===== src/sss_pkg.sv =====
`timescale 1ns / 1ps
`default_nettype none

package sss_pkg;

  localparam int unsigned CHAR_W      = 8;
  localparam int unsigned LEN_W       = 9;
  localparam int unsigned NML_W       = 8;
  localparam int unsigned SCORE_W     = 18;
  localparam int unsigned FULL_W      = 15;
  localparam int unsigned FULL_Q8     = 25600;
  localparam int unsigned IDENT_Q8    = 256000;
  localparam int unsigned NML_RESET   = 3;
  localparam int unsigned MAX_LEN_DEF = 256;

  typedef struct packed {
    logic [CHAR_W-1:0] char_a;
    logic [CHAR_W-1:0] char_b;
    logic [LEN_W-1:0]  len_a;
    logic [LEN_W-1:0]  len_b;
    logic              last;
  } sss_in_t;

  typedef struct packed {
    logic [SCORE_W-1:0] score_q8;
    logic               identical;
  } sss_out_t;

  typedef struct packed {
    logic take;
    logic close;
    logic mul;
    logic step;
    logic fin;
    logic cfg_we;
  } sss_cmd_t;

  typedef struct packed {
    logic div_last;
  } sss_sts_t;

endpackage

`default_nettype wire


===== src/sss_chan_if.sv =====
`timescale 1ns / 1ps
`default_nettype none

interface sss_chan_if #(
  parameter type payload_t = logic
) ();

  logic     valid;
  logic     ready;
  payload_t data;

  modport source (output valid, output data, input ready);
  modport sink   (input valid, input data, output ready);

endinterface

`default_nettype wire


===== src/sss_ctrl.sv =====
`timescale 1ns / 1ps
`default_nettype none

module sss_ctrl (
  input  wire logic            clk_i,
  input  wire logic            rst_ni,
  input  wire logic            in_valid_i,
  input  wire logic            in_last_i,
  output logic                 in_ready_o,
  output logic                 out_valid_o,
  input  wire logic            out_ready_i,
  input  wire logic            cfg_valid_i,
  input  wire sss_pkg::sss_sts_t sts_i,
  output sss_pkg::sss_cmd_t    cmd_o
);
  import sss_pkg::*;

  typedef enum logic [3:0] {
    ST_STREAM = 4'b0001,
    ST_MUL    = 4'b0010,
    ST_DIV    = 4'b0100,
    ST_FIN    = 4'b1000
  } state_e;

  state_e state_q, state_d;
  logic   out_valid_q, out_valid_d;
  logic   in_acc;

  assign in_ready_o  = (state_q == ST_STREAM) && !(out_valid_q && in_last_i);
  assign in_acc      = in_valid_i && in_ready_o;
  assign out_valid_o = out_valid_q;

  always_comb begin
    cmd_o.take   = in_acc && !in_last_i;
    cmd_o.close  = in_acc && in_last_i;
    cmd_o.mul    = (state_q == ST_MUL);
    cmd_o.step   = (state_q == ST_DIV);
    cmd_o.fin    = (state_q == ST_FIN);
    cmd_o.cfg_we = cfg_valid_i;
  end

  always_comb begin
    state_d = state_q;
    unique case (state_q)
      ST_STREAM: begin
        if (in_acc && in_last_i) state_d = ST_MUL;
      end
      ST_MUL:    state_d = ST_DIV;
      ST_DIV: begin
        if (sts_i.div_last) state_d = ST_FIN;
      end
      ST_FIN:    state_d = ST_STREAM;
      default:   state_d = ST_STREAM;
    endcase
  end

  always_comb begin
    out_valid_d = out_valid_q;
    priority if (state_q == ST_FIN) begin
      out_valid_d = 1'b1;
    end else if (out_ready_i) begin
      out_valid_d = 1'b0;
    end else begin
      out_valid_d = out_valid_q;
    end
  end

  always_ff @(posedge clk_i or negedge rst_ni) begin
    if (!rst_ni) begin
      state_q     <= ST_STREAM;
      out_valid_q <= 1'b0;
    end else begin
      state_q     <= state_d;
      out_valid_q <= out_valid_d;
    end
  end

  a_last_to_mul: assert property (@(posedge clk_i) disable iff (!rst_ni)
    (in_acc && in_last_i) |=> (state_q == ST_MUL))
    else $error("last transaction did not start the score calculation");

  a_div_to_fin: assert property (@(posedge clk_i) disable iff (!rst_ni)
    (state_q == ST_DIV && sts_i.div_last) |=> (state_q == ST_FIN))
    else $error("divider finish not followed by result load");

  a_valid_source: assert property (@(posedge clk_i) disable iff (!rst_ni)
    $rose(out_valid_q) |-> $past(state_q == ST_FIN))
    else $error("result raised outside result load");

endmodule

`default_nettype wire


===== src/sss_dp.sv =====
`timescale 1ns / 1ps
`default_nettype none

module sss_dp #(
  parameter int unsigned MAX_LEN = sss_pkg::MAX_LEN_DEF
) (
  input  wire logic                     clk_i,
  input  wire logic                     rst_ni,
  input  wire sss_pkg::sss_cmd_t        cmd_i,
  input  wire sss_pkg::sss_in_t         in_data_i,
  input  wire logic [sss_pkg::NML_W-1:0] cfg_data_i,
  output sss_pkg::sss_sts_t             sts_o,
  output sss_pkg::sss_out_t             out_data_o
);
  import sss_pkg::*;

  localparam int unsigned CNT_W  = $clog2(MAX_LEN + 1);
  localparam int unsigned CMP_W  = (CNT_W > LEN_W) ? CNT_W : LEN_W;
  localparam int unsigned POSS_W = LEN_W + 1;
  localparam int unsigned HIT_W  = CNT_W + 2;
  localparam int unsigned HC_W   = (HIT_W > POSS_W) ? HIT_W : POSS_W;
  localparam int unsigned NUM_W  = FULL_W + POSS_W;
  localparam int unsigned DCNT_W = $clog2(NUM_W);

  logic [NML_W-1:0]  nml_q;
  logic [CNT_W-1:0]  pos_q;
  logic [CHAR_W-1:0] pa_q, pb_q, pb2_q;
  logic [CNT_W-1:0]  exact_q, near_q;
  logic              all_eq_q;

  logic [HC_W-1:0]   hits_q;
  logic [POSS_W-1:0] poss_q;
  logic              ident_q;
  logic [NUM_W-1:0]  quo_q;
  logic [POSS_W-1:0] rem_q;
  logic [DCNT_W-1:0] cnt_q;
  sss_out_t          out_q;

  logic [CMP_W-1:0]  la_x, lb_x, max_x, p_x, sh_x;
  logic [LEN_W-1:0]  la_c, lb_c, shorter;
  logic              pend, ahead_ok, behind_ok, cur, near_ok, eq_len;
  logic              e1, n1, e2, n2;
  logic [CNT_W:0]    ex_sum, nr_sum;
  logic [CNT_W-1:0]  ex_n, nr_n, pos_n;
  logic [HC_W-1:0]   hits_fin;
  logic [POSS_W-1:0] poss_fin;
  logic              all_eq_n;
  logic [POSS_W:0]   trial, trial_sub;
  logic              ge;

  always_comb begin
    max_x    = CMP_W'(MAX_LEN);
    la_x     = CMP_W'(in_data_i.len_a);
    lb_x     = CMP_W'(in_data_i.len_b);
    la_c     = LEN_W'((la_x > max_x) ? max_x : la_x);
    lb_c     = LEN_W'((lb_x > max_x) ? max_x : lb_x);
    shorter  = (la_c < lb_c) ? la_c : lb_c;
    sh_x     = CMP_W'(shorter);
    p_x      = CMP_W'(pos_q);
    eq_len   = (la_c == lb_c);
    near_ok  = la_c > LEN_W'(nml_q);

    // pending position p-1 scored now that the character ahead is known
    pend      = (pos_q != '0) && (p_x <= sh_x);
    ahead_ok  = p_x < CMP_W'(lb_c);
    behind_ok = p_x >= CMP_W'(2);
    cur       = in_data_i.last && (p_x < sh_x);

    e1 = pend && (pa_q == pb_q);
    n1 = pend && (pa_q != pb_q) && near_ok &&
         ((ahead_ok && (pa_q == in_data_i.char_b)) || (behind_ok && (pa_q == pb2_q)));
    e2 = cur && (in_data_i.char_a == in_data_i.char_b);
    n2 = cur && (in_data_i.char_a != in_data_i.char_b) && near_ok &&
         (pos_q != '0) && (in_data_i.char_a == pb_q);

    ex_sum = (CNT_W+1)'(exact_q) + (CNT_W+1)'(e1) + (CNT_W+1)'(e2);
    nr_sum = (CNT_W+1)'(near_q) + (CNT_W+1)'(n1) + (CNT_W+1)'(n2);
    ex_n   = (ex_sum > (CNT_W+1)'(MAX_LEN)) ? CNT_W'(MAX_LEN) : ex_sum[CNT_W-1:0];
    nr_n   = (nr_sum > (CNT_W+1)'(MAX_LEN)) ? CNT_W'(MAX_LEN) : nr_sum[CNT_W-1:0];
    pos_n  = (pos_q < CNT_W'(MAX_LEN)) ? pos_q + CNT_W'(1) : pos_q;

    all_eq_n = all_eq_q && (in_data_i.char_a == in_data_i.char_b);
    hits_fin = HC_W'(ex_n) + HC_W'(nr_n) + HC_W'(eq_len);
    poss_fin = POSS_W'(shorter) + POSS_W'(eq_len);
  end

  always_comb begin
    trial     = {rem_q, quo_q[NUM_W-1]};
    ge        = trial >= {1'b0, poss_q};
    trial_sub = trial - {1'b0, poss_q};
  end

  assign sts_o.div_last = (cnt_q == DCNT_W'(NUM_W - 1));
  assign out_data_o     = out_q;

  always_ff @(posedge clk_i or negedge rst_ni) begin
    if (!rst_ni) begin
      nml_q <= NML_W'(NML_RESET);
    end else if (cmd_i.cfg_we) begin
      nml_q <= cfg_data_i;
    end
  end

  always_ff @(posedge clk_i or negedge rst_ni) begin
    if (!rst_ni) begin
      pos_q    <= '0;
      pa_q     <= '0;
      pb_q     <= '0;
      pb2_q    <= '0;
      exact_q  <= '0;
      near_q   <= '0;
      all_eq_q <= 1'b1;
    end else if (cmd_i.close) begin
      pos_q    <= '0;
      pa_q     <= '0;
      pb_q     <= '0;
      pb2_q    <= '0;
      exact_q  <= '0;
      near_q   <= '0;
      all_eq_q <= 1'b1;
    end else if (cmd_i.take) begin
      pos_q    <= pos_n;
      pa_q     <= in_data_i.char_a;
      pb_q     <= in_data_i.char_b;
      pb2_q    <= pb_q;
      exact_q  <= ex_n;
      near_q   <= nr_n;
      all_eq_q <= all_eq_n;
    end
  end

  always_ff @(posedge clk_i) begin
    if (cmd_i.close) begin
      hits_q  <= hits_fin;
      poss_q  <= poss_fin;
      ident_q <= all_eq_n && eq_len;
    end
  end

  // restoring divider, one quotient bit a cycle
  always_ff @(posedge clk_i) begin
    if (cmd_i.mul) begin
      quo_q <= NUM_W'(FULL_Q8) * NUM_W'(hits_q[POSS_W-1:0]);
      rem_q <= '0;
      cnt_q <= '0;
    end else if (cmd_i.step) begin
      quo_q <= {quo_q[NUM_W-2:0], ge};
      rem_q <= ge ? trial_sub[POSS_W-1:0] : trial[POSS_W-1:0];
      cnt_q <= cnt_q + DCNT_W'(1);
    end
  end

  always_ff @(posedge clk_i) begin
    if (cmd_i.fin) begin
      out_q.identical <= ident_q;
      priority if (ident_q) begin
        out_q.score_q8 <= SCORE_W'(IDENT_Q8);
      end else if (hits_q == '0 || poss_q == '0) begin
        out_q.score_q8 <= '0;
      end else if (hits_q >= HC_W'(poss_q)) begin
        out_q.score_q8 <= SCORE_W'(FULL_Q8);
      end else begin
        out_q.score_q8 <= quo_q[SCORE_W-1:0];
      end
    end
  end

endmodule

`default_nettype wire


===== src/string_similarity_score_unit.sv =====
`timescale 1ns / 1ps
`default_nettype none

// Channel  Dir  Payload                                  Transaction
// in_i     in   char_a, char_b, len_a, len_b, last       valid & ready
// out_o    out  score_q8, identical                      valid & ready
// cfg_i    in   near_min_length (8 bits)                 valid & ready
//
// One character pair per cycle while a string pair streams in.
// After the last pair: the numerator multiply, the restoring divider steps
// and the result load run in order before the next pair is taken.
// Async active-low reset; near_min_length resets to 3, cfg_i is always ready.
// A pending result stalls only a last pair, until out_o takes it.

module string_similarity_score_unit #(
  parameter int unsigned MAX_LEN = sss_pkg::MAX_LEN_DEF
) (
  input  wire logic  clk_i,
  input  wire logic  rst_ni,
  sss_chan_if.sink   in_i,
  sss_chan_if.source out_o,
  sss_chan_if.sink   cfg_i
);
  import sss_pkg::*;

  sss_cmd_t cmd;
  sss_sts_t sts;

  assign cfg_i.ready = 1'b1;

  sss_ctrl u_ctrl (
    .clk_i       (clk_i),
    .rst_ni      (rst_ni),
    .in_valid_i  (in_i.valid),
    .in_last_i   (in_i.data.last),
    .in_ready_o  (in_i.ready),
    .out_valid_o (out_o.valid),
    .out_ready_i (out_o.ready),
    .cfg_valid_i (cfg_i.valid),
    .sts_i       (sts),
    .cmd_o       (cmd)
  );

  sss_dp #(
    .MAX_LEN (MAX_LEN)
  ) u_dp (
    .clk_i      (clk_i),
    .rst_ni     (rst_ni),
    .cmd_i      (cmd),
    .in_data_i  (in_i.data),
    .cfg_data_i (cfg_i.data),
    .sts_o      (sts),
    .out_data_o (out_o.data)
  );

endmodule

`default_nettype wire


===== src/flat_wrapper.sv =====
// flat-port wrapper written by rule: the top's interface ports become plain ports
module string_similarity_score_unit_flat import sss_pkg::*;
#(
  parameter int unsigned MAX_LEN = sss_pkg::MAX_LEN_DEF
)
  (clk_i, rst_ni, in_i_valid, in_i_data, in_i_ready, out_o_valid, out_o_data, out_o_ready, cfg_i_valid, cfg_i_data, cfg_i_ready);
  sss_chan_if #(.payload_t(sss_in_t)) in_i_i ();
  sss_chan_if #(.payload_t(sss_out_t)) out_o_i ();
  sss_chan_if #(.payload_t(logic [NML_W-1:0])) cfg_i_i ();
  input  wire logic clk_i;
  input  wire logic rst_ni;
  input wire logic [$bits(in_i_i.valid)-1:0] in_i_valid;
  input wire logic [$bits(in_i_i.data)-1:0] in_i_data;
  output wire logic [$bits(in_i_i.ready)-1:0] in_i_ready;
  output wire logic [$bits(out_o_i.valid)-1:0] out_o_valid;
  output wire logic [$bits(out_o_i.data)-1:0] out_o_data;
  input wire logic [$bits(out_o_i.ready)-1:0] out_o_ready;
  input wire logic [$bits(cfg_i_i.valid)-1:0] cfg_i_valid;
  input wire logic [$bits(cfg_i_i.data)-1:0] cfg_i_data;
  output wire logic [$bits(cfg_i_i.ready)-1:0] cfg_i_ready;
  assign in_i_i.valid = in_i_valid;
  assign in_i_i.data = in_i_data;
  assign in_i_ready = in_i_i.ready;
  assign out_o_valid = out_o_i.valid;
  assign out_o_data = out_o_i.data;
  assign out_o_i.ready = out_o_ready;
  assign cfg_i_i.valid = cfg_i_valid;
  assign cfg_i_i.data = cfg_i_data;
  assign cfg_i_ready = cfg_i_i.ready;
  string_similarity_score_unit #(.MAX_LEN(MAX_LEN)) u_core (.clk_i(clk_i), .rst_ni(rst_ni), .in_i(in_i_i), .out_o(out_o_i), .cfg_i(cfg_i_i));
endmodule

===== config.mk =====
export PLATFORM = sky130hd
export DESIGN_NAME = string_similarity_score_unit_flat
export DESIGN_NICKNAME = d
export VERILOG_FILES = /design/src/sss_pkg.sv /design/src/sss_chan_if.sv /design/src/sss_ctrl.sv /design/src/sss_dp.sv /design/src/string_similarity_score_unit.sv /design/src/flat_wrapper.sv
export SDC_FILE = /design/constraint.sdc
export NUM_CORES = 1
export LEC_CHECK = 0
export CORE_MARGIN = 2
export CORE_UTILIZATION = 65
export CTS_CLUSTER_SIZE = 24
export DETAILED_ROUTE_END_ITERATION = 12
export DONT_BUFFER_PORTS = 1
export GPL_TIMING_DRIVEN = 0
export MAX_ROUTING_LAYER = met4
export PLACE_DENSITY_LB_ADDON = 0.05
export SLEW_MARGIN = 5
export SYNTH_ARGS = -nofsm -noshare
export SYNTH_HDL_FRONTEND = slang
export SYNTH_SLANG_ARGS = --single-unit
export TNS_END_PERCENT = 50

===== constraint.sdc =====
create_clock -name clk_i -period 6.63 [get_ports clk_i]
set_input_delay 1.326 -clock clk_i [delete_from_list [all_inputs] [get_ports clk_i]]
set_output_delay 1.326 -clock clk_i [all_outputs]
set_load 0.02 [all_outputs]

==> metrics.yaml, run 1 <==
cells_and_area:
  nNetsFinal: 1311
  diodes: 0
  final_layout_size_suffix_gt1_share_pct: 16.39
  syn_to_final_growth_pct: 16.36
  layout_common_cells: "134 x nand2_1, 98 x ha_1, 67 x inv_1"
  final_common_cell: "nand2_1"
clock_network:
  root_buffer: "clkbuf_16"
  htree_levels: 4
  clk_latency_ns: 0.44
  cts_made_buffers: 17
  cts_tree: "yes"
  cts.reportedPaths.clkPinSlew_ns: 0.07
  clock_sinks: 145
  cts_max_path_buffers: 2
floorplanning:
  die_h_um: 128.7
  die_area_um2: 16560
  dieWidth_um: 128.7
  core_um2: 15200
  row_count: 45
  start_util_pct: 66.46
  ios: 70
timing:
  maxClockFrequency_ghz: 0.1435
  hold_viol_final: 0
  holdWs_ns: 0.4627
  final_max_slew_viol_count: 0
  finalSetupViolCount: 6
  totalNegativeSetupSlack_ns: -1.780
  max_slew_margin_pct: 14.48
  final.setup.worst_slack_ns: -0.3382
  worst_pin_slew_ns: 1.273
  rsz0062_at_grt: "yes"
  min_period_ns: 6.968
  fin_skew_ns: 0.009588
  period_share_pct: 105.1
flow_run:
  max_cap_violations: 0
routing:
  vias: 8177
  drt_iter0_markers: 700
  routedWlPerCell_um: 18.28
  antenna_left: 0
  drt-pass1-iter-count: 5
  drc: 0
  drt_wl_total_um: 24620
  viasPerCell: 6.071
synth:
  synth_top_area_cell: "edfxtp_1"
  ys_top_cells_by_area: "edfxtp_1 16%, dfrtp_1 15%, ha_1 13%"
  avgSynthCellArea_um2: 9.338
  yosysSeqAreaShare_pct: 37.45
  syn_inst: 1082
  yosysTopAreaCellShare_pct: 16.35
  synth_ff_type: "dfrtp_1"
  ys_seq_elements: 145
  yosysUniqueCellTypes: 79
  async_reset_ff_share_pct: 44.83
  syn_nets: 1247
  synth_edf_count: 55
  yosysWarnings: 0
  netlist_area_um2: 10100
global_routing:
  grt_pass1_vias: 7789
  grt-ovfl-total: 0
  antenna_found_initial: 0
  grt_pass1_wl_um: 39210
  grt_max_degree: 66
  grt_usage_pct: 31.35
placed_design:
  routabilityCongestion: 0.9282
  port_buffers: 0
  hpwlAfterDp_um: 17230
pwr:
  p_per_area_nw_per_um2: 230.9
  power.total_mw: 2.714
  p_leak_nw: 5.185
  vdd_drop_max_v: 0.0002262
worst_setup_path:
  critPathRequiredTime_ns: 6.81
  critPathMaxFanout: 7
  worstSetupStartpointType: "primary input"
  crit_path_end_kind: "register"
  slowest_delay_ns: 0.38
  worstSetupPathType: "primary input to register"
  cpMaxStageDelayCell: "fa_2"
  arrival_ns: 7.15
outcome:
  violations: "negative setup slack"
  status: "complete, but fails checks"
min_path:
  hp-class: "register to register"
[sequential cells by signal (all words and copies together), names as in the netlist, 8 cells and up]
register	cells
u_core.u_dp.out_data_o	19
u_core.u_dp.hits_q	10
u_core.u_dp.rem_q	10
u_core.u_dp.quo_q	25
u_core.u_dp.pb2_q	8
u_core.u_dp.poss_q	10
u_core.u_dp.pb_q	8
u_core.u_dp.nml_q	8
u_core.u_dp.exact_q	9
u_core.u_dp.pa_q	8
u_core.u_dp.p_x	9
u_core.u_dp.near_q	9
[cell families (layout without fill, tap and decap cells)]
kind of cell | Yosys count | count (layout) | share of synthesized area (%)
adders and majority gates | 118 | 118 | 15.34
DFF | 145 | 145 | 37.45
buffers and inverters | 116 | 193 | 4.830
other | 2 | 2 | 0.07433
AOI/OAI and AO/OA | 222 | 222 | 14.60
and+or+nand+nor | 373 | 373 | 18.01
muxes | 17 | 17 | 1.981
xor gates and xnor gates | 89 | 89 | 7.715
[where the power goes]
group          total (mW)  leakage [nW]  switching (mW)  internal, mW
logic               0.651          3.30           0.366         0.285
registers            1.07          1.58          0.0756         0.999
clock network       0.989         0.300           0.431         0.557
total                2.71          5.19           0.873          1.84
[layer usage]
metal / GRT usage (%) / part of all wire, % / up-vias
met4: 12.34 / 3.3 / 0
met1: 39.53 / 43 / 3837
li1: - / - / 3959
met3: 5.780 / 5.6 / 68
met2: 50.36 / 48 / 313
met5: - / 0 / -
[synth_stat cells (3+ instances only)]
cell type and number:
or4_1 3, buf_2 4, and3_1 6, a21o_1 20, nand2_1 145, a211oi_1 12, and2_1 18, a21oi_1 48
a211o_1 3, edfxtp_1 55, nand2b_1 12, ha_1 107, and4_1 6, dfstp_2 4, o21ai_1 4, a22o_1 19
buf_4 5, nor3_1 20, nor2_1 57, nor2b_1 16, a21boi_0 3, o21ai_0 59, nor4_1 9, xor2_1 37
a31oi_1 8, nor4b_1 3, xnor2_1 52, mux2i_1 11, o21a_1 6, clkbuf_1 28, inv_1 70, clkbuf_2 3
dfxtp_1 25, o22ai_1 3, or3_1 6, nand3_1 38, mux2_2 4, dfrtp_1 61, o31ai_1 10, fa_1 10
nand4_1 21
[critical path: cells and delay by family]
kind,cells,cell delay (ns)
XOR/XNOR,1,0.11
AO/OA/AOI/OAI,14,2.49
adder cells (fa/ha/maj),4,1.12
AND/OR/NAND/NOR,9,1.09
buffers and inverters,7,1.00
[cell type report]
| cell class | instances | area (µm²) |
|---|---|---|
| Tap cell | 188 | 235.2 |
| Buffer | 42 | 235.2 |
| Inverter | 72 | 271.5 |
| Timing Repair Buffer | 47 | 394.1 |
| Clock buffer | 18 | 450.4 |
| Fill cell | 1029 | 3446 |
| Multi-Input combinational cell | 821 | 6235 |
| Sequential cell | 145 | 3784 |
| Clock inverter | 14 | 151.4 |
[what timing repair did]
| item | in CTS | in global routing |
|---|---|---|
| resized for setup | 59 | 17 |
| setup endpoints to repair | 9 | 9 |
| pin swaps | 32 | 26 |
| hold buffers | 0 | 0 |
| gates cloned | 0 | 0 |
| setup buffers | 35 | 10 |
[worst paths after layout]
path	from	endpoint	slack, ns	depth (start not counted)
max in group asynchronous	rst_ni	u_core.u_dp.all_eq_q	5.84	0
min in group asynchronous	rst_ni	u_core.u_dp.nml_q[6]	0.58	0
worst min register to register	u_core.u_dp.quo_q[1]	u_core.u_dp.quo_q[2]	0.46	2
worst max-delay path	in_i_data[18]	u_core.u_dp.hits_q[7]	-0.34	35
worst max register to register	u_core.u_dp.nml_q[1]	u_core.u_dp.hits_q[7]	1.28	25
worst min-delay path	u_core.u_dp.quo_q[1]	u_core.u_dp.quo_q[2]	0.46	2
[per-stage QoR]
stage	cell area, µm²	cells	worst slack [ns]	utilization (%)
floorplan	10250	1082	-0.5503	-
global placement	10490	1270	-1.266	69.00
detailed placement	10530	1273	-1.329	69.26
CTS	11620	1338	-0.1352	76.41
global route	11760	1347	-0.5356	77.33
finish	11760	1347	-0.3382	77.33
(Power assumes the default switching activity.)
==> inputs of run 2 (changes only) <==
Settings changed: CAP_MARGIN set to 5, SETUP_SLACK_MARGIN set to 0.02, SKIP_LAST_GASP set to 1.
==> metrics.yaml, run 2 (synthesis gave the netlist of run 1 again) <==
placed_design:
  pre_cts_ws_ns: -1.329  # unchanged
  post_dp_cell_area_um2: 10530  # unchanged
  hpwlAfterDp_um: 17230  # unchanged
  routabilityCongestion: 0.9282  # unchanged
  port_buffers: 0  # unchanged
cells_and_area:
  diodes: 0  # unchanged
  largest_register_ffs: 25  # unchanged
  nFillCells: 1030  # was 1029
  syn_to_final_growth_pct: 15.91  # was 16.36%
  final_common_cell: "nand2_1"  # unchanged
  nNetsFinal: 1308  # was 1311
  top_register: "u_core.u_dp.quo_q"  # unchanged
  final_layout_size_suffix_gt1_share_pct: 16.18  # was 16.39%
  layout_common_cells: "134 x nand2_1, 98 x ha_1, 67 x inv_1"  # unchanged
  fin_area_um2: 11710  # was 11760 µm²
clock_network:
  cts.reportedPaths.clkPinSlew_ns: 0.07  # about the same
  root_buffer: "clkbuf_16"  # unchanged
  clock_sinks: 145  # unchanged
  cts_max_path_buffers: 2  # unchanged
  cts_made_buffers: 17  # unchanged
  cts_tree: "yes"  # unchanged
  clk_latency_ns: 0.44  # about the same
  htree_levels: 4  # unchanged
worst_setup_path:
  worstSetupPathType: "primary input to register"  # unchanged
  crit_path_end_kind: "register"  # unchanged
  critPathMaxFanout: 7  # unchanged
  critPathRequiredTime_ns: 6.81  # about the same
  startpoint: "in_i_data[18]"  # unchanged
  rrSetupSlack_ns: 1.33  # was 1.28 ns
  worstSetupStartpointType: "primary input"  # unchanged
  reg2regPathDepth: 25  # unchanged
  arrival_ns: 7.03  # was 7.15 ns
  reg2reg_to: "u_core.u_dp.hits_q[8]"  # was u_core.u_dp.hits_q[7]
  slowest_delay_ns: 0.29  # was 0.38 ns
  rr_startpoint: "u_core.u_dp.nml_q[1]"  # unchanged
  cpMaxStageDelayCell: "a211o_4"  # was fa_2
routing:
  drt_wl_total_um: 24290  # was 24620 µm
  viasPerCell: 6.097  # was 6.071
  vias: 8194  # was 8177
  routedWlPerCell_um: 18.08  # was 18.28 µm
  antenna_left: 0  # unchanged
  drc: 0  # unchanged
  drt-pass1-iter-count: 5  # unchanged
  drt_iter0_markers: 735  # was 700
floorplanning:
  start_util_pct: 66.46  # unchanged
  ios: 70  # unchanged
  core_um2: 15200  # unchanged
  die_area_um2: 16560  # unchanged
  die_h_um: 128.7  # unchanged
  row_count: 45  # unchanged
  dieWidth_um: 128.7  # unchanged
global_routing:
  antenna_found_initial: 0  # unchanged
  grt_max_degree: 66  # unchanged
  grt_usage_pct: 31.14  # was 31.35%
  grt_pass1_vias: 7762  # was 7789
  grt-ovfl-total: 0  # unchanged
  grt_pass1_wl_um: 39010  # was 39210 µm
pwr:
  p_per_area_nw_per_um2: 231.4  # was 230.9 nW/µm²
  vdd_drop_max_v: 0.0002272  # was 0.0002262 V
  p_leak_nw: 5.163  # was 5.185 nW
timing:
  fin_skew_ns: 0.01130  # was 0.009588 ns
  final_max_slew_viol_count: 0  # unchanged
  min_period_ns: 6.850  # was 6.968 ns
  hold_viol_final: 0  # unchanged
  max_slew_margin_pct: 14.89  # was 14.48%
  rsz0062_at_grt: "yes"  # unchanged
  final.setup.worst_slack_ns: -0.2202  # was -0.3382 ns
  period_share_pct: 103.3  # was 105.1%
  maxClockFrequency_ghz: 0.1460  # was 0.1435 GHz
  finalSetupViolCount: 6  # unchanged
  worst_pin_slew_ns: 1.267  # was 1.273 ns
min_path:
  min_from: "u_core.u_dp.quo_q[2]"  # was u_core.u_dp.quo_q[1]
  hp-class: "register to register"  # unchanged
  hold_depth: 2  # unchanged
  hold_end: "u_core.u_dp.quo_q[3]"  # was u_core.u_dp.quo_q[2]
outcome:
  status: "complete, but fails checks"  # unchanged
  violations: "negative setup slack"  # unchanged
flow_run:
  max_cap_violations: 0  # unchanged
run 2: cell count changes in the layout (fill, tap and decap cells not counted):
cell and delta:
buf_6 -4, buf_2 +1, buf_4 +1, clkbuf_4 -1, mux2i_2 +1, mux2i_4 -1
nor2b_1 -1, nor2b_4 +1, o21ai_1 +1, o21ai_2 -1
run 2: what timing repair did:
item | 4_1_cts | 5_1_grt
hold buffers | 0 | 0
cloned | 0 | 0
pin swaps | 32 | 28
setup endpoints to repair | 9 | 9
setup buffers | 35 | 8
hold endpoints to repair | 0 | 0
gates resized for setup | 56 | 12
run 2: through the flow:
step / instances / hold WS, ns / setup TNS (ns) / total power, mW / utilization, %
global placement: 1270 / 0.4537 / -10.61 / 1.662 / 69.00
floorplan: 1082 / 0.4244 / -2.518 / 1.537 / -
detailed placement: 1273 / 0.4590 / -11.52 / 1.679 / 69.26
CTS: 1338 / 0.4634 / -0.3508 / 2.696 / 76.35
global route: 1344 / 0.4950 / -2.665 / 2.838 / 77.04
finish: 1344 / 0.4634 / -0.9295 / 2.709 / 77.04
run 2: per-layer routing:
metal	wire [µm]	GRT usage, %
met4	854	12.02
met1	10530	39.39
met3	1293	5.572
met2	11610	50.11
met5	0	-
run 2: worst max path at each step:
stage                                  to  cells after the start  slack (ns)
global route        u_core.u_dp.hits_q[8]                     35       -0.48
finish              u_core.u_dp.hits_q[8]                     35       -0.22
detailed placement  u_core.u_dp.hits_q[9]                     34       -1.33
global placement    u_core.u_dp.hits_q[9]                     33       -1.27
CTS                 u_core.u_dp.hits_q[8]                     34       -0.14
floorplan           u_core.u_dp.hits_q[8]                     35       -0.55
run 2: power breakdown:
part	switching, mW	leakage, nW	internal, mW
sequential	0.0756	1.58	0.999
clock	0.431	0.300	0.557
combinational	0.363	3.28	0.283
run 2: cell type report:
class	instances	area, µm²	share of cell area, %
clock inverters	14	151.4	1.293
multi-input cells	821	6230	53.19
flip-flops and latches	145	3784	32.31
clock buffers	18	450.4	3.846
plain buffers	41	225.2	1.923
repair buffers	45	364.1	3.109
inverters	72	271.5	2.318
well taps	188	235.2	2.009
run 2: critical path, delay by kind of cell:
kind	cells	cell delay [ns]
muxes	2	0.51
and+or+nand+nor	10	1.24
xor gates and xnor gates	1	0.17
adders and majority gates	5	1.03
buffers and inverters	5	0.69
AOI/OAI and AO/OA	12	2.04
